--- src/rtl/ssp_ram.sv ---
module ssp_ram #(
  parameter int Width = 8,
  parameter int Depth = 16
) (
  input  logic                     clk_i,
  input  logic                     we_i,
  input  logic [$clog2(Depth)-1:0] waddr_i,
  input  logic [Width-1:0]         wdata_i,
  input  logic                     re_i,
  input  logic [$clog2(Depth)-1:0] raddr_i,
  output logic [Width-1:0]         rdata_o
);

  logic [Width-1:0] mem_q [Depth];
  logic [Width-1:0] rdata_q;

  // One write port, one registered read port
  always_ff @(posedge clk_i) begin
    if (we_i) begin
      mem_q[waddr_i] <= wdata_i;
    end
    if (re_i) begin
      rdata_q <= mem_q[raddr_i];
    end
  end

  assign rdata_o = rdata_q;

endmodule

--- config.mk ---
export PLATFORM = sky130hd
export DESIGN_NAME = ssp_ram
export DESIGN_NICKNAME = d
export VERILOG_FILES = /design/src/rtl/ssp_ram.sv
export SDC_FILE = /design/constraint.sdc
export NUM_CORES = 1
export LEC_CHECK = 0
export BUFFER_PORTS_ARGS = -buffer_cell sky130_fd_sc_hd__buf_2
export CAP_MARGIN = 10
export CORE_ASPECT_RATIO = 0.7
export CORE_MARGIN = 4
export CORE_UTILIZATION = 37
export CTS_CLUSTER_SIZE = 12
export DETAILED_ROUTE_END_ITERATION = 10
export GPL_ROUTABILITY_DRIVEN = 0
export GPL_TIMING_DRIVEN = 0
export MAX_ROUTING_LAYER = met4
export PLACE_DENSITY_LB_ADDON = 0.25
export SYNTH_ARGS = -nofsm -noshare
export SYNTH_HDL_FRONTEND = slang
export SYNTH_SLANG_ARGS = --single-unit
--- constraint.sdc ---
create_clock -name clk_i -period 2.1 [get_ports clk_i]
set_clock_uncertainty 0.1 [all_clocks]
set_input_delay 0.315 -clock clk_i [delete_from_list [all_inputs] [get_ports clk_i]]
set_output_delay 0.315 -clock clk_i [all_outputs]
set_load 0.01 [all_outputs]
==> Word level (Yosys, flattened, before mapping) <==
Memory sizes are Yosys's and may differ from the RTL's. A register that Yosys moved wholly into a read port is not among the register bits.
Cells that the tools add are included.
{ "word_totals": {"inputBits": 19, "latch_bits": 0, "memories": 1, "ramBits": 128, "rom_bits": 0, "output_inout_bits": 8, "regBits": 0} }
{ "memory_table": {"columns": ["memory", "words", "width", "read_ports", "rd_ports_with_merged_regs", "wr", "line_no", "text"], "rows": [
  ["mem_q", 16, 8, 1, 1, 1, "14", "logic [Width-1:0] mem_q [Depth];"]
]} }
{ "classes": {"n_lt_le_gt_ge": 0, "add_sub_neg": 0, "n_eq_ne": 0, "n_shift": 0, "div_mod_pow": 0, "n_mux": 2, "n_mul": 0, "n_bitwise": 0, "reduce_logical": 0} }
{ "op_table": {"columns": ["op", "n"], "rows": [
  ["1-bit two-way mux", 2]
]} }

==> Logic depth before layout (Yosys ltp) <==
{ "logic_depth": {"depth_word": 2, "mapped_depth": 5, "depth_no_buf": 3} }

==> Least setup slack after synthesis <==
Ideal clock, no wire load.
{ "synth_path": {"path_kind": "input port to flip-flop", "startpoint": "input port waddr_i[2]", "endpoint": "memory mem_q[0][0], enable pin", "setup_time_ns": 0.383, "t_required_ns": 1.617, "cell_stages": 2, "n_path_buf": 0, "t_arrival_ns": 1.425, "slack_ns": 0.192, "cell_sequence": "or3b_2 nor3_1"} }
{ "synth_lines": {"columns": ["element", "line_no", "text"], "rows": [
  ["start, declared", "7", "input logic [$clog2(Depth)-1:0] waddr_i,"],
  ["end, declared", "14", null]
]} }
Straight into the memory's write port.

==> Final worst setup path <==
{ "layout_path": {"startpoint": "input port we_i", "endpoint": "memory mem_q[2][6], enable pin"} }
{ "layout_via": {"elab_chain_cells": 2} }
{ "layout_rtl": {"columns": ["element", "line_no", "text"], "rows": [
  ["start, declared", "6", "input logic we_i,"],
  ["1-bit two-way mux", "19", "if (we_i) begin"],
  ["1-bit two-way mux (implied by the code)", "20", "mem_q[waddr_i] <= wdata_i;"]
]} }
Every way passes these cells.

==> results_dict.tcl <==
set metrics [dict create \
    synth-simple-area-share 0.0314 \
    drt_iter0_markers 172 \
    rr_worst_depth 3 \
    critPathLaunchType "input port" \
    track_usage 0.146 \
    cts_sinks 136 \
    maxCapViolations 0 \
    dieArea_um2 16100 \
    critical-path-top-delay-family "simple AND/OR/NAND/NOR gates" \
    syn_area_per_cell_um2 22.8 \
    hpwl_um 6960 \
    final_common_cell "edfxtp_1" \
    min_from "re_i" \
    power.switching_mw 1.27 \
    grt_pass1_vias 2448 \
    postCtsSetupRepairBufs 0 \
    power.internal_mw 5.03 \
    relSlewSlack 0.411 \
    finalCritPeriodShare 0.818 \
    pwr-share-comb 0.048 \
    syn_inst 229 \
    core_um2 13900 \
    cp-end-kind "flip-flop" \
    hp-class "input port to flip-flop" \
    die_h_um 107 \
    ys_seq_elements 136 \
    first_pass_iters 5 \
    synth_cell_types 18 \
    placed_area_um2 5610 \
    grt_setup_unrepaired "false" \
    nets 296 \
    routed_wl_um 10700 \
    outcome "completed" \
    wl_per_cell_um 22.3 \
    post_cts_resized 0 \
    seqPwrFrac 0.488 \
    hold_viol 0 \
    critPathSlowestCell "nor2_1" \
    postLayoutCellArea_um2 6200 \
    io_buffers 25 \
    cts_max_level 4 \
    worstReg2RegEnd "rdata_o[0]" \
    clockRootBuffer "clkbuf_16" \
    cts_buffer_depth 2 \
    fp.dieW_um 150 \
    antenna_found_initial 0 \
    cts_tree "yes" \
    worst_pin_slew_ps 881 \
    min_period_ps 1720 \
    num_rows 36 \
    synth_top_family_by_area "multiplexers" \
    hold_depth 1 \
    synth-seq-area-share 0.781 \
    final_cell_mix "136 x edfxtp_1, 31 x buf_2, 18 x mux4_2" \
    p_leak_nw 2.06 \
    synthAdderAreaFrac 0 \
    area_delta_synth_final_pct 18.6 \
    path_buf_inv 1 \
    syn-num-nets 248 \
    worst-r2r-setup-slack_ps 450 \
    fin_hold_ws_ps 134 \
    grt_pass1_wl_um 15800 \
    syn-cell-area_um2 5230 \
    peakVddDrop_mv 0.600 \
    clk_pin_slew_worst_paths_ps 60 \
    worstSkewPairLatency_ps 410 \
    synthXorXnorAreaFrac 0 \
    synth-compound-area-share 0.0230 \
    cts_hold_buf 0 \
    setup_viol 0 \
    crit_cells 3 \
    initial_core_util 0.377 \
    critPathArrivalTime_ps 1650 \
    fmax_mhz 582 \
    crit_chain "buf_2 > or3b_2 > nor2_1" \
    via_per_inst 5.10 \
    yosysWarningCount 0 \
    grt_start_max_net_pins 17 \
    p_sw_frac 0.201 \
    num_vias 2445 \
    required_ps 2030 \
    cpPeakStageDelay_ps 690 \
    holdPathEnd "rdata_o[3]" \
    muxShareOfSynthArea 0.148 \
    slew_violations 0 \
    pwr_density_cell_nw_per_um2 1020 \
    overflow 0 \
    ant_nets 0 \
    crit_type "input port to flip-flop" \
    diodes 0 \
    r2r_start "mem_q[6][0]" \
    pwr-share-clk 0.465 \
    pin_count 27 \
    final.setup.tns_ps 0 \
    cts_buffers 17 \
    drc 0 \
    drive_above_1_share 0.304 \
    crit_fanout 8 \
]
==> worst max-delay path by stage <==
stage	to	start	slack (ps)
2_1_floorplan	mem_q[0][0]	waddr_i[2]	190
3_3_place_gp	mem_q[0][7]	waddr_i[2]	-420
3_5_place_dp	mem_q[2][3]	we_i	-50
4_1_cts	mem_q[2][6]	we_i	380
5_1_grt	mem_q[2][6]	we_i	320
6_report	mem_q[2][6]	we_i	380
==> state kept, by name, summed over array words and instances, names as in the netlist <==
signal	count
rdata_o	8
mem_q	128
==> cell type report <==
class,instances,area (µm²)
Clock buffer,18,429
Clock inverter,13,156
Timing Repair Buffer,29,148
Buffer,10,86.3
Multi-Input combinational cell,83,1060
Tap cell,190,238
Sequential cell,136,4080
Fill cell,1220,7670
==> worst reg2reg max path: stages, from the launching register on <==
cell and delay, ps:
edfxtp_1 370, mux4_1 560, a22oi_1 240, nand2_1 120
==> per-layer routing <==
metal  GRT usage  vias up  wire [µm]  share of wire
met5           -        -          0              0
met4      0.0352        0        114          0.011
met3      0.0412       14        593          0.056
met2       0.197       86       4640           0.43
met1       0.219     1266       5330           0.50
li1            -     1079          -              -
==> per-stage QoR <==
step | power (mW) | cells | worst slack, ps | utilization
5_1_grt | 6.49 | 479 | 318 | 0.447
6_report | 6.30 | 479 | 382 | 0.447
4_1_cts | 6.35 | 479 | 382 | 0.447
3_3_place_gp | 3.43 | 444 | -419 | 0.403
3_5_place_dp | 3.43 | 448 | -51.2 | 0.405
2_1_floorplan | 3.29 | 229 | 192 | -
==> cells by family after synthesis <==
kind of cell,after synthesis
AND/OR/NAND/NOR,35
buffers and inverters,10
multiplexers,32
AO/OA/AOI/OAI,16
flip-flops,136
==> Yosys cell counts, drive strengths merged <==
cell,instances,area share
a22oi,16,0.023
and2,1,0.0012
and2b,1,0.0014
buf,7,0.011
clkdlybuf4s25,3,0.0057
edfxtp,136,0.78
mux4,32,0.15
nand2,9,0.0065
nand2b,2,0.0024
nand3,1,0.00096
nand3b,2,0.0029
nor2,13,0.0093
nor2b,1,0.0012
nor3,4,0.0038
or3b,1,0.0017
==> power by group through the flow <==
stage / Clock (mW) / Combinational (mW) / Sequential (mW)
2_1_floorplan: 0 / 0.154 / 3.13
3_3_place_gp: 0 / 0.301 / 3.13
3_5_place_dp: 0 / 0.305 / 3.13
4_1_cts: 2.97 / 0.306 / 3.07
5_1_grt: 3.09 / 0.326 / 3.08
6_report: 2.93 / 0.301 / 3.07
Note: power is estimated with default switching activity, not from simulation.
