--- src/rtl/ssp_pkg.sv ---
package ssp_pkg;

  // Pool sizing
  localparam int MaxEntities = 1024;
  localparam int Capacity    = 256;
  localparam int ValueWidth  = 32;

  // Fixed field widths of the request and response
  localparam int KindW   = 2;
  localparam int IdW     = 10;
  localparam int DataW   = 32;
  localparam int StatusW = 2;
  localparam int CountW  = 9;

  // Derived storage widths
  localparam int SparseAw = $clog2(MaxEntities);
  localparam int SlotW    = $clog2(Capacity);
  localparam int LinkW    = $clog2(Capacity + 1);

  typedef enum logic [KindW-1:0] {
    KindFind  = 2'd0,
    KindSet   = 2'd1,
    KindErase = 2'd2
  } kind_e;

  typedef enum logic [StatusW-1:0] {
    StatOk    = 2'd0,
    StatFull  = 2'd1,
    StatRange = 2'd2
  } status_e;

  typedef enum logic [2:0] {
    SClear,
    SIdle,
    SLink,
    SVal,
    SMove,
    SUnlink
  } state_e;

  typedef struct packed {
    logic [KindW-1:0] kind;
    logic [IdW-1:0]   entity_id;
    logic [DataW-1:0] write_value;
  } req_t;

  typedef struct packed {
    logic               found;
    logic [DataW-1:0]   read_value;
    logic [StatusW-1:0] status;
    logic [CountW-1:0]  entry_count;
  } rsp_t;

  // Memory port commands from the sequencer
  typedef struct packed {
    logic                we;
    logic [SparseAw-1:0] waddr;
    logic [LinkW-1:0]    wdata;
    logic                re;
    logic [SparseAw-1:0] raddr;
  } sparse_cmd_t;

  typedef struct packed {
    logic             we;
    logic [SlotW-1:0] waddr;
    logic [IdW-1:0]   wdata;
    logic             re;
    logic [SlotW-1:0] raddr;
  } entity_cmd_t;

  typedef struct packed {
    logic                  we;
    logic [SlotW-1:0]      waddr;
    logic [ValueWidth-1:0] wdata;
    logic                  re;
    logic [SlotW-1:0]      raddr;
  } value_cmd_t;

endpackage

--- src/rtl/ssp_ctrl.sv ---
module ssp_ctrl (
  input  logic                          clk_i,
  input  logic                          rst_ni,
  input  logic                          start,
  output logic                          busy,
  input  ssp_pkg::req_t                 req_i,
  output logic                          done_o,
  output ssp_pkg::rsp_t                 rsp_o,
  output ssp_pkg::sparse_cmd_t          sparse_cmd_o,
  input  logic [ssp_pkg::LinkW-1:0]     sparse_rdata_i,
  output ssp_pkg::entity_cmd_t          entity_cmd_o,
  input  logic [ssp_pkg::IdW-1:0]       entity_rdata_i,
  output ssp_pkg::value_cmd_t           value_cmd_o,
  input  logic [ssp_pkg::ValueWidth-1:0] value_rdata_i
);
  import ssp_pkg::*;

  state_e               state_q, state_d;
  logic [SparseAw-1:0]  clr_q, clr_d;
  req_t                 req_q, req_d;
  logic [LinkW-1:0]     count_q, count_d;
  logic [SlotW-1:0]     slot_q, slot_d;
  rsp_t                 rsp_q, rsp_d;
  logic                 done_q, done_d;

  logic                 clr_last;
  logic                 id_ok;
  logic                 hit;
  logic                 full;
  logic [SlotW-1:0]     link_slot;
  logic [SlotW-1:0]     last_slot;
  logic [LinkW-1:0]     count_inc;
  logic [LinkW-1:0]     count_dec;
  logic                 moved_ok;

  // Link decode and pool bookkeeping
  assign clr_last  = (clr_q == SparseAw'(MaxEntities - 1));
  assign id_ok     = (32'(req_i.entity_id) < MaxEntities);
  assign hit       = (sparse_rdata_i != '0) && (sparse_rdata_i <= count_q) &&
                     (32'(sparse_rdata_i) <= Capacity);
  assign link_slot = SlotW'(sparse_rdata_i - LinkW'(1));
  assign last_slot = SlotW'(count_q - LinkW'(1));
  assign full      = (32'(count_q) >= Capacity);
  assign count_inc = count_q + LinkW'(1);
  assign count_dec = count_q - LinkW'(1);
  assign moved_ok  = (32'(entity_rdata_i) < MaxEntities);

  // Next state
  always_comb begin
    state_d = state_q;
    case (state_q)
      SClear: begin
        if (clr_last) state_d = SIdle;
      end
      SIdle: begin
        if (start && id_ok) state_d = SLink;
      end
      SLink: begin
        state_d = SIdle;
        case (req_q.kind)
          KindFind: begin
            if (hit) state_d = SVal;
          end
          KindErase: begin
            if (hit && (link_slot != last_slot)) state_d = SMove;
          end
          default: state_d = SIdle;
        endcase
      end
      SVal:    state_d = SIdle;
      SMove:   state_d = SUnlink;
      SUnlink: state_d = SIdle;
      default: state_d = SIdle;
    endcase
  end

  // Memory commands, datapath updates and response
  always_comb begin
    clr_d        = clr_q;
    req_d        = req_q;
    count_d      = count_q;
    slot_d       = slot_q;
    rsp_d        = rsp_q;
    done_d       = 1'b0;
    sparse_cmd_o = '0;
    entity_cmd_o = '0;
    value_cmd_o  = '0;
    busy         = (state_q != SIdle);

    case (state_q)
      // Sweep the sparse table to zero after reset
      SClear: begin
        sparse_cmd_o.we    = 1'b1;
        sparse_cmd_o.waddr = clr_q;
        sparse_cmd_o.wdata = '0;
        clr_d              = clr_q + SparseAw'(1);
      end

      // Take a request and fetch its sparse link
      SIdle: begin
        if (start) begin
          req_d              = req_i;
          sparse_cmd_o.re    = 1'b1;
          sparse_cmd_o.raddr = SparseAw'(req_i.entity_id);
          if (!id_ok) begin
            rsp_d.found       = 1'b0;
            rsp_d.read_value  = '0;
            rsp_d.status      = StatRange;
            rsp_d.entry_count = CountW'(count_q);
            done_d            = 1'b1;
          end
        end
      end

      // Decide on the operation from the link
      SLink: begin
        slot_d            = link_slot;
        rsp_d.found       = hit;
        rsp_d.read_value  = '0;
        rsp_d.status      = StatOk;
        rsp_d.entry_count = CountW'(count_q);
        done_d            = 1'b1;
        case (req_q.kind)
          KindFind: begin
            if (hit) begin
              value_cmd_o.re    = 1'b1;
              value_cmd_o.raddr = link_slot;
              done_d            = 1'b0;
            end
          end
          KindSet: begin
            if (hit) begin
              value_cmd_o.we    = 1'b1;
              value_cmd_o.waddr = link_slot;
              value_cmd_o.wdata = ValueWidth'(req_q.write_value);
            end else if (full) begin
              rsp_d.status = StatFull;
            end else begin
              // Append at the dense end
              entity_cmd_o.we    = 1'b1;
              entity_cmd_o.waddr = SlotW'(count_q);
              entity_cmd_o.wdata = req_q.entity_id;
              value_cmd_o.we     = 1'b1;
              value_cmd_o.waddr  = SlotW'(count_q);
              value_cmd_o.wdata  = ValueWidth'(req_q.write_value);
              sparse_cmd_o.we    = 1'b1;
              sparse_cmd_o.waddr = SparseAw'(req_q.entity_id);
              sparse_cmd_o.wdata = count_inc;
              count_d            = count_inc;
              rsp_d.entry_count  = CountW'(count_inc);
            end
          end
          KindErase: begin
            if (hit) begin
              if (link_slot != last_slot) begin
                // Fetch the last entry to move into the hole
                entity_cmd_o.re    = 1'b1;
                entity_cmd_o.raddr = last_slot;
                value_cmd_o.re     = 1'b1;
                value_cmd_o.raddr  = last_slot;
                done_d             = 1'b0;
              end else begin
                sparse_cmd_o.we    = 1'b1;
                sparse_cmd_o.waddr = SparseAw'(req_q.entity_id);
                sparse_cmd_o.wdata = '0;
                count_d            = count_dec;
                rsp_d.entry_count  = CountW'(count_dec);
              end
            end
          end
          default: begin
            rsp_d.status = StatOk;
          end
        endcase
      end

      // Return the value of a find hit
      SVal: begin
        rsp_d.found       = 1'b1;
        rsp_d.read_value  = DataW'(value_rdata_i);
        rsp_d.status      = StatOk;
        rsp_d.entry_count = CountW'(count_q);
        done_d            = 1'b1;
      end

      // Move the last entry and relink it
      SMove: begin
        entity_cmd_o.we    = 1'b1;
        entity_cmd_o.waddr = slot_q;
        entity_cmd_o.wdata = entity_rdata_i;
        value_cmd_o.we     = 1'b1;
        value_cmd_o.waddr  = slot_q;
        value_cmd_o.wdata  = value_rdata_i;
        if (moved_ok) begin
          sparse_cmd_o.we    = 1'b1;
          sparse_cmd_o.waddr = SparseAw'(entity_rdata_i);
          sparse_cmd_o.wdata = LinkW'(slot_q) + LinkW'(1);
        end
      end

      // Drop the erased entity's link and shrink
      SUnlink: begin
        sparse_cmd_o.we    = 1'b1;
        sparse_cmd_o.waddr = SparseAw'(req_q.entity_id);
        sparse_cmd_o.wdata = '0;
        count_d            = count_dec;
        rsp_d.found        = 1'b1;
        rsp_d.read_value   = '0;
        rsp_d.status       = StatOk;
        rsp_d.entry_count  = CountW'(count_dec);
        done_d             = 1'b1;
      end

      default: begin
        busy = 1'b1;
      end
    endcase
  end

  // Control registers
  always_ff @(posedge clk_i or negedge rst_ni) begin
    if (!rst_ni) begin
      state_q <= SClear;
      clr_q   <= '0;
      count_q <= '0;
      done_q  <= 1'b0;
    end else begin
      state_q <= state_d;
      clr_q   <= clr_d;
      count_q <= count_d;
      done_q  <= done_d;
    end
  end

  // Payload registers
  always_ff @(posedge clk_i) begin
    req_q  <= req_d;
    slot_q <= slot_d;
    rsp_q  <= rsp_d;
  end

  assign done_o = done_q;
  assign rsp_o  = rsp_q;

endmodule

--- config.mk ---
export PLATFORM = sky130hd
export DESIGN_NAME = ssp_ctrl
export DESIGN_NICKNAME = d
export VERILOG_FILES = /design/src/rtl/ssp_pkg.sv /design/src/rtl/ssp_ctrl.sv
export SDC_FILE = /design/constraint.sdc
export NUM_CORES = 1
export LEC_CHECK = 0
export ABC_CLOCK_PERIOD_IN_PS = 4090
export BUFFER_PORTS_ARGS = -buffer_cell sky130_fd_sc_hd__buf_2
export CORE_MARGIN = 1
export CORE_UTILIZATION = 47
export CTS_BUF_LIST = sky130_fd_sc_hd__clkbuf_4
export DETAILED_ROUTE_END_ITERATION = 10
export GPL_TIMING_DRIVEN = 0
export PLACE_DENSITY_LB_ADDON = 0.05
export SLEW_MARGIN = 25
export SYNTH_ARGS = -nofsm -noshare
export SYNTH_HDL_FRONTEND = slang
export SYNTH_SLANG_ARGS = --single-unit
--- constraint.sdc ---
create_clock -name clk_i -period 4.09 [get_ports clk_i]
set_clock_uncertainty 0.15 [all_clocks]
set_input_delay 0.409 -clock clk_i [delete_from_list [all_inputs] [get_ports clk_i]]
set_output_delay 0.409 -clock clk_i [all_outputs]
set_load 0.005 [all_outputs]
# ---- Yosys cells after proc, flatten, opt, wreduce, memory -nomap -nowiden
# Index checks and enable logic that the tools add are counted.
dict set report totals {
  regBits 119
  out_inout_bits 155
  input_bits 98
}
dict set report classes {
  n_mux 46
  eq_ne 14
  magnitude_cmp 3
  reduce_logical 13
  add_sub_neg 5
}
# operator n
set ops {}
lappend ops {{$pmux W44 S3} 1}
lappend ops {{$mux W41} 3}
lappend ops {{$mux W9} 10}
lappend ops {{$pmux W41 S2} 1}
lappend ops {{$mux W20} 4}
lappend ops {{$pmux W20 S4} 1}
lappend ops {{$pmux W9 S2} 4}
lappend ops {{$mux W19} 3}
lappend ops {{$pmux W20 S2} 1}
lappend ops {{$pmux W19 S2} 1}
lappend ops {{$mux W11} 3}
lappend ops {{$pmux W3 S4} 1}
lappend ops {{$add A10 B1 Y10 const B} 1}
lappend ops {{$eq A10 B10 Y1 const B} 1}
lappend ops {{$add A8 B1 Y9 const B} 1}
lappend ops {{$add A9 B1 Y9 const B} 1}
lappend ops {{$ge A9 B9 Y1 const B} 1}
lappend ops {{$le A9 B9 Y1} 1}
lappend ops {{$le A9 B9 Y1 const B} 1}
lappend ops {{$mux W3} 3}
lappend ops {{$reduce_bool A9 Y1} 1}
lappend ops {{$sub A9 B1 Y9 const B} 1}
lappend ops {{$ne A8 B8 Y1} 1}
lappend ops {{$sub A8 B1 Y8 const B} 1}
lappend ops {{other kinds (21)} 34}

# ---- Longest topological paths before layout
# Gate-level depths: netlist of the first run.
dict set report logic_depth {
  word_depth 7
  ltp_mapped 14
  mapped_depth_nobuf 13
}

# ---- Least setup slack after synthesis of the first run
# No wires, ideal clock.
dict set report synth_timing {
  path_kind {flip-flop to flip-flop}
  startpoint {register count_q[0]}
  endpoint {register rsp_q (netlist bit rsp_o[0]) (data pin)}
  path_slack_ns -0.041
  setup_time_ns 0.270
  stages_incl_launch_ff 15
  required_ns 3.670
  arrival_ns 3.711
  path_cell_list {dfrtp_1 > buf_2 > inv_1 > ha_1 > or4b_1 > or3_1 > o211ai_1 > nand4b_1 > nor3_1 > inv_1 > ha_1 > mux2_2 > a22oi_1 > a21oi_1 > or3b_2}
}
# item line
set synth_lines {}
lappend synth_lines {{start: declaration} ssp_ctrl.sv:21} ;# logic [LinkW-1:0] count_q, count_d;
lappend synth_lines {{start signal: assignment} ssp_ctrl.sv:230} ;# count_q <= count_d;
lappend synth_lines {{end signal: assignment} ssp_ctrl.sv:239} ;# rsp_q <= rsp_d;
lappend synth_lines {{end: declaration} ssp_ctrl.sv:23} ;# rsp_t rsp_q, rsp_d;

==> results.json, run 1 <==
{
  "status": "finished with violations",
  "violations": "negative setup slack",
  "final_cell_mix": "buf_2, edfxtp_1, dlygate4sd3_1",
  "cts_buffers": 17,
  "powerDensity_nw_per_um2": 361,
  "maxCapViolations": 0,
  "final_cell_area_sq_um": 10600,
  "syn-cell-area_sq_um": 7290,
  "cts_tree": "yes",
  "globalRouteOverflowTotal": 0,
  "p_leak_nw": 4.78,
  "tightest_slew_ns": 1.02,
  "combPwrFrac_pct": 33.6,
  "r2r-start": "count_q[1]",
  "swShare_pct": 35.8,
  "track_usage_pct": 33.7,
  "die-area_sq_um": 16000,
  "cts-htree-levels": 4,
  "criticalPathCategory": "reg2out",
  "num_rows": 45,
  "drc": 0,
  "hpwl_um": 19100,
  "crit_top_cell": "buf_4",
  "crit_end": "sparse_cmd_o[27]",
  "yosys.area_share.xor_xnor_pct": 4.92,
  "r2r_end": "rsp_o[0]",
  "dieWidth_um": 127,
  "first_pass_iters": 7,
  "slew_headroom_pct": 31.2,
  "holdWs_ns": 0.0314,
  "synth_nets": 840,
  "place_area_sq_um": 8840,
  "intPower_mw": 2.46,
  "required_ns": 3.53,
  "final_common_cell": "buf_2",
  "cp_slowest_cell": "or4b_4",
  "p_seq_share_pct": 41.8,
  "layout.nets": 1221,
  "place_congestion": 0.972,
  "grt_pass1_vias": 7454,
  "power_frac_clock_pct": 24.6,
  "synthFlopType": "edfxtp_1",
  "final_antenna_net_count": 0,
  "synth_top_area_cell": "edfxtp_1",
  "synthAdderAreaFrac_pct": 3.43,
  "grt_antenna_before_repair": 1,
  "port_buffers": 251,
  "hp-class": "in2reg",
  "cp_max_fo": 5,
  "avgSynthCellArea_sq_um": 10.1,
  "fin_setup_tns_ns": -3.16,
  "vias": 7842,
  "fmax_ghz": 0.232,
  "routed_wl_um": 27600,
  "cts_num_sinks": 118,
  "viasPerCell": 6.01,
  "crit_start": "count_q[1]",
  "synth.area.top_cells": "edfxtp_1, dfrtp_1, a22o_1, and3_1, xnor2_1",
  "synthMuxAreaShare_pct": 0.738,
  "synth_top_area_share_pct": 39.1,
  "synthArstFlopShare_pct": 19.5,
  "synthSimpleGateAreaFrac_pct": 19.2,
  "fin_crit_ns": 4.31,
  "insertion_delay_ns": 0.55,
  "ios": 253,
  "end_kind": "output port",
  "drtIter0Drc": 671,
  "clockBufferDepth": 2,
  "r2r_setup_slack_ns": -0.07,
  "startpoint_type": "flop",
  "r2r_cells": 16,
  "cts-root-buf": "clkbuf_4",
  "grt_max_degree": 29,
  "syn_inst": 722,
  "slowest_delay_ns": 0.49,
  "maxSlewViolCount": 0,
  "hold_viol_final": 0,
  "coreArea_sq_um": 15200,
  "layout-drive-gt1-share_pct": 38.9,
  "ir_drop_mv": 0.252,
  "p_sw_mw": 1.37,
  "synth_edf_count": 95,
  "rsz0062_at_grt": "yes",
  "syn_to_final_growth_pct": 45.6,
  "yosys_warnings": 0,
  "grt_pass1_wl_um": 40700,
  "setup_ws_ns": -0.218,
  "path_clk_slew_ns": 0.12,
  "synth-seq-cells": 118,
  "synth_cell_types": 69,
  "wl_per_cell_um": 21.2,
  "initial_utilization_pct": 48.0,
  "ys_seq_area_share_pct": 47.0,
  "fin_crit_sh_pct": 105,
  "path_cells": "buf_6, inv_6, ha_4, or4b_4, or3_4, buf_4, a211o_1, nand4b_1, buf_4, nor4_4, nand2_2, buf_4, nand2_4, a21bo_2, buf_2",
  "die_h_um": 127,
  "worstPathArrival_ns": 3.75,
  "setup_viol": 23,
  "synth_top_family_by_area": "compound AO/OA/AOI/OAI gates",
  "synth-compound-area-share_pct": 20.3
}
==> synth_stat cells, drive strengths merged (11+ instances only) <==
| library cell | number |
|---|---|
| a22o | 48 |
| nor2 | 48 |
| nand3 | 24 |
| inv | 21 |
| ha | 20 |
| edfxtp | 95 |
| dfrtp | 23 |
| o21ai | 28 |
| buf | 11 |
| a21oi | 28 |
| nor3 | 24 |
| xnor2 | 33 |
| nand2 | 50 |
| clkbuf | 46 |
| and3 | 58 |
==> per-layer routing <==
layer / GRT usage (%) / vias up / routed length, um / share of wire (%)
li1: - / 3527 / - / -
met1: 42.3 / 3811 / 10900 / 40
met2: 56.5 / 426 / 13700 / 49
met3: 8.14 / 78 / 2240 / 8.1
met4: 12.4 / 0 / 785 / 2.8
met5: 0 / - / 0 / 0
==> sequential cells by signal, indices dropped and copies added, names as in the netlist <==
register / count
clr_q: 10
count_q: 9
done_o: 1
req_q: 44
rsp_o: 43
slot_q: 8
state_q: 3
==> cell families after synthesis <==
| logic type | Yosys count |
|---|---|
| buf+inv | 82 |
| mux | 5 |
| xor+xnor | 41 |
| simple gates | 258 |
| fa+ha+maj | 20 |
| compound gates | 197 |
| flops | 118 |
| other cells | 1 |
==> cell type report <==
type                            instances  area, sq um
Antenna cell                            1         2.50
Buffer                                 53          314
Clock buffer                           17          128
Clock inverter                         15          183
Fill cell                            1214         4580
Inverter                               25          125
Multi-Input combinational cell        523         3870
Sequential cell                       118         3430
Tap cell                              188          235
Timing Repair Buffer                  365         2340
==> power groups by stage <==
stage | combinational (mW) | clock, mW | sequential, mW
after detailed placement | 1.17 | 0 | 1.62
final | 1.29 | 0.943 | 1.60
after CTS | 1.24 | 0.950 | 1.59
after global routing | 1.39 | 1.00 | 1.62
after floorplan | 0.665 | 0 | 1.61
after global placement | 1.13 | 0 | 1.62
==> critical path: cells and delay by family (launching register included) <==
family	cells	cell delay [ns]
buffers and inverters	6	0.83
and+or+nand+nor	6	1.27
DFF	1	0.43
AOI/OAI and AO/OA	2	0.51
adders and majority gates	1	0.15
==> metrics by stage <==
step / std cells / worst slack [ns] / util, % / power (mW)
after floorplan: 722 / 0.0477 / - / 2.28
after global placement: 1161 / -0.775 / 57.8 / 2.76
after detailed placement: 1163 / -0.781 / 58.2 / 2.79
after CTS: 1275 / -0.149 / 66.9 / 3.78
after global routing: 1305 / -0.283 / 69.9 / 4.01
final: 1305 / -0.218 / 69.9 / 3.83
==> worst min path at each step <==
stage / startpoint / endpoint / depth (start not counted)
global placement: rst_ni / count_q[5] / 1
detailed placement: rst_ni / count_q[4] / 1
CTS: value_rdata_i[17] / rsp_o[28] / 2
global route: value_rdata_i[4] / rsp_o[15] / 2
finish: value_rdata_i[9] / rsp_o[20] / 2
floorplan: rst_ni / clr_q[0] / 0
==> what timing repair did <==
item	CTS	global route
pin swaps	14	10
hold buffers	56	7
endpoints found under the setup margin	112	92
endpoints found under the hold margin	78	7
gates resized for setup	73	47
setup buffers	26	22
cloned	1	1
(Power assumes the default switching activity.)
==> run 2: changes to the inputs <==
CORE_UTILIZATION = 46   (was 47)
CTS_BUF_LIST = sky130_fd_sc_hd__clkbuf_16   (was sky130_fd_sc_hd__clkbuf_4)
==> run 2 against run 1 <==
- the run now ends clean
- hold slack worse by 0.022 ns
- first-iteration DRC count is 22% higher
- combinational power is 6% lower
- via count is 6.5% lower
- non-clock buffer count is 76 lower
- sequential share of layout area is 2.1 points higher
- critical endpoint is now sparse_cmd_o[30]
- largest cell class unchanged
==> results.json, run 2 (synthesis gave the netlist of run 1 again) <==
{
  "n_antenna_cell": 0,
  "die_h_um": 128,
  "place_congestion": 0.990,
  "intPower_mw": 2.98,
  "tightest_slew_ns": 1.03,
  "hold_start": "req_i[7]",
  "fmax_ghz": 0.245,
  "path_cells": "buf_8, clkinvlp_4, ha_4, or4b_4, or3_4, o211ai_1, nand4b_1, buf_6, nor4_4, nand2_2, a211o_1, a21oi_2, buf_2",
  "power_frac_clock_pct": 35.1,
  "dieWidth_um": 128,
  "viasPerCell": 5.87,
  "drc": 0,
  "track_usage_pct": 31.1,
  "worstPathArrival_ns": 3.53,
  "r2r-start": "count_q[0]",
  "hold_viol_final": 0,
  "num-fill-cells": 1307,
  "wl_per_cell_um": 20.3,
  "globalRouteOverflowTotal": 0,
  "top_usage_layer": "met2",
  "p_seq_share_pct": 36.9,
  "status": "finished clean",
  "die-area_sq_um": 16400,
  "fin_crit_sh_pct": 100,
  "port_buffers": 251,
  "rsz0062_at_grt": "yes",
  "cts_tree": "yes",
  "multi_input_area_sq_um": 3690,
  "setup_viol": 0,
  "grt_max_degree": 28,
  "drtIter0Drc": 820,
  "insertion_delay_ns": 0.42,
  "initial_utilization_pct": 47.6,
  "final_common_cell": "buf_2",
  "startpoint_type": "flop",
  "layout.nets": 1144,
  "powerDensity_nw_per_um2": 435,
  "required_ns": 3.53,
  "first_pass_iters": 7,
  "grt_pass1_vias": 6817,
  "cp_top_family": "simple AND/OR/NAND/NOR gates",
  "final_cell_mix": "buf_2, edfxtp_1, and3_1",
  "combPwrFrac_pct": 28.0,
  "finalPower_mw": 4.34,
  "maxCapViolations": 0,
  "path_clk_slew_ns": 0.06,
  "maxSlewViolCount": 0,
  "coreArea_sq_um": 15300,
  "r2r_setup_slack_ns": 0.03,
  "regMostFlops": "req_q",
  "routed_wl_um": 25400,
  "cts_buffers": 17,
  "met1_usage_pct": 40.7,
  "clockBufferDepth": 2,
  "fin_crit_ns": 4.09,
  "ios": 253,
  "hpwl_um": 18700,
  "end_kind": "output port",
  "post-place-ws_ns": -0.718,
  "cp_slowest_cell": "or4b_4",
  "crit_start": "count_q[0]",
  "layout-drive-gt1-share_pct": 36.7,
  "grt_pass1_wl_um": 37900,
  "grt_antenna_before_repair": 0,
  "ir_drop_mv": 0.353,
  "num_rows": 45,
  "p_leak_nw": 4.53,
  "dp_cells": 1186,
  "use_met2_pct": 49.6,
  "setup_ws_ns": 0.000224,
  "cts_num_sinks": 118,
  "crit_buf_inv": 4,
  "seq_area_sq_um": 3430,
  "cts-root-buf": "clkbuf_16",
  "stdcell_count": 1250,
  "hp-class": "in2reg",
  "syn_to_final_growth_pct": 36.8,
  "swShare_pct": 31.3,
  "p_sw_mw": 1.36,
  "slew_headroom_pct": 30.5,
  "vias": 7335,
  "cp_max_fo": 7,
  "largest_reg_flops": 44,
  "final_antenna_net_count": 0,
  "grtUsageMet3_pct": 8.76,
  "slowest_delay_ns": 0.48,
  "cts-htree-levels": 4,
  "criticalPathCategory": "reg2out"
}
==> run 2: layout make-up <==
type	instances	area share [%]
clock buffer	17	4.26
tap	211	2.65
buffer	53	2.66
multi-input combinational	522	37.0
clock inverter	15	1.79
inverter	25	1.08
timing repair buffer	289	16.2
sequential	118	34.4
==> run 2: stage by stage <==
stage / area, sq um / hold WS, ns / util (%) / setup TNS, ns
5_1_grt: 9980 / 0.000317 / 65.1 / -0.745
4_1_cts: 9770 / 0.000109 / 63.8 / 0
2_1_floorplan: 7300 / -0.0366 / - / 0
3_3_place_gp: 8820 / 0.325 / 57.6 / -38.53
3_5_place_dp: 8870 / 0.305 / 57.9 / -39.01
6_report: 9980 / 0.00892 / 65.1 / 0
==> run 2: power groups by stage <==
stage | logic (mW) | registers, mW | clock network [mW]
after floorplan | 0.665 | 1.61 | 0
after global placement | 1.13 | 1.63 | 0
after detailed placement | 1.16 | 1.62 | 0
after CTS | 1.19 | 1.60 | 1.53
after global routing | 1.32 | 1.62 | 1.59
final | 1.21 | 1.60 | 1.52
==> run 2: worst paths after layout <==
kind / end / cells after the start
setup / recovery: sparse_cmd_o[30] / 13
hold / removal: req_q[7] / 1
setup reg to reg: rsp_o[0] / 15
hold reg to reg: clr_q[9] / 1
max in group asynchronous: count_q[0] / 2
min in group asynchronous: count_q[4] / 2
==> run 2: metal layers <==
metal	vias to the layer above	part of all wire [%]
li1	3373	-
met1	3493	40
met2	414	48
met3	55	9.6
met4	0	2.4
met5	-	0
==> run 2: repair_timing <==
item                                   in CTS  in global routing
endpoints found under the hold margin      27                  9
pin swaps                                   5                  9
setup endpoints to repair                 110                 76
buffers inserted                           13                  9
hold buffers                                5                  9
gates resized for setup                    50                 21
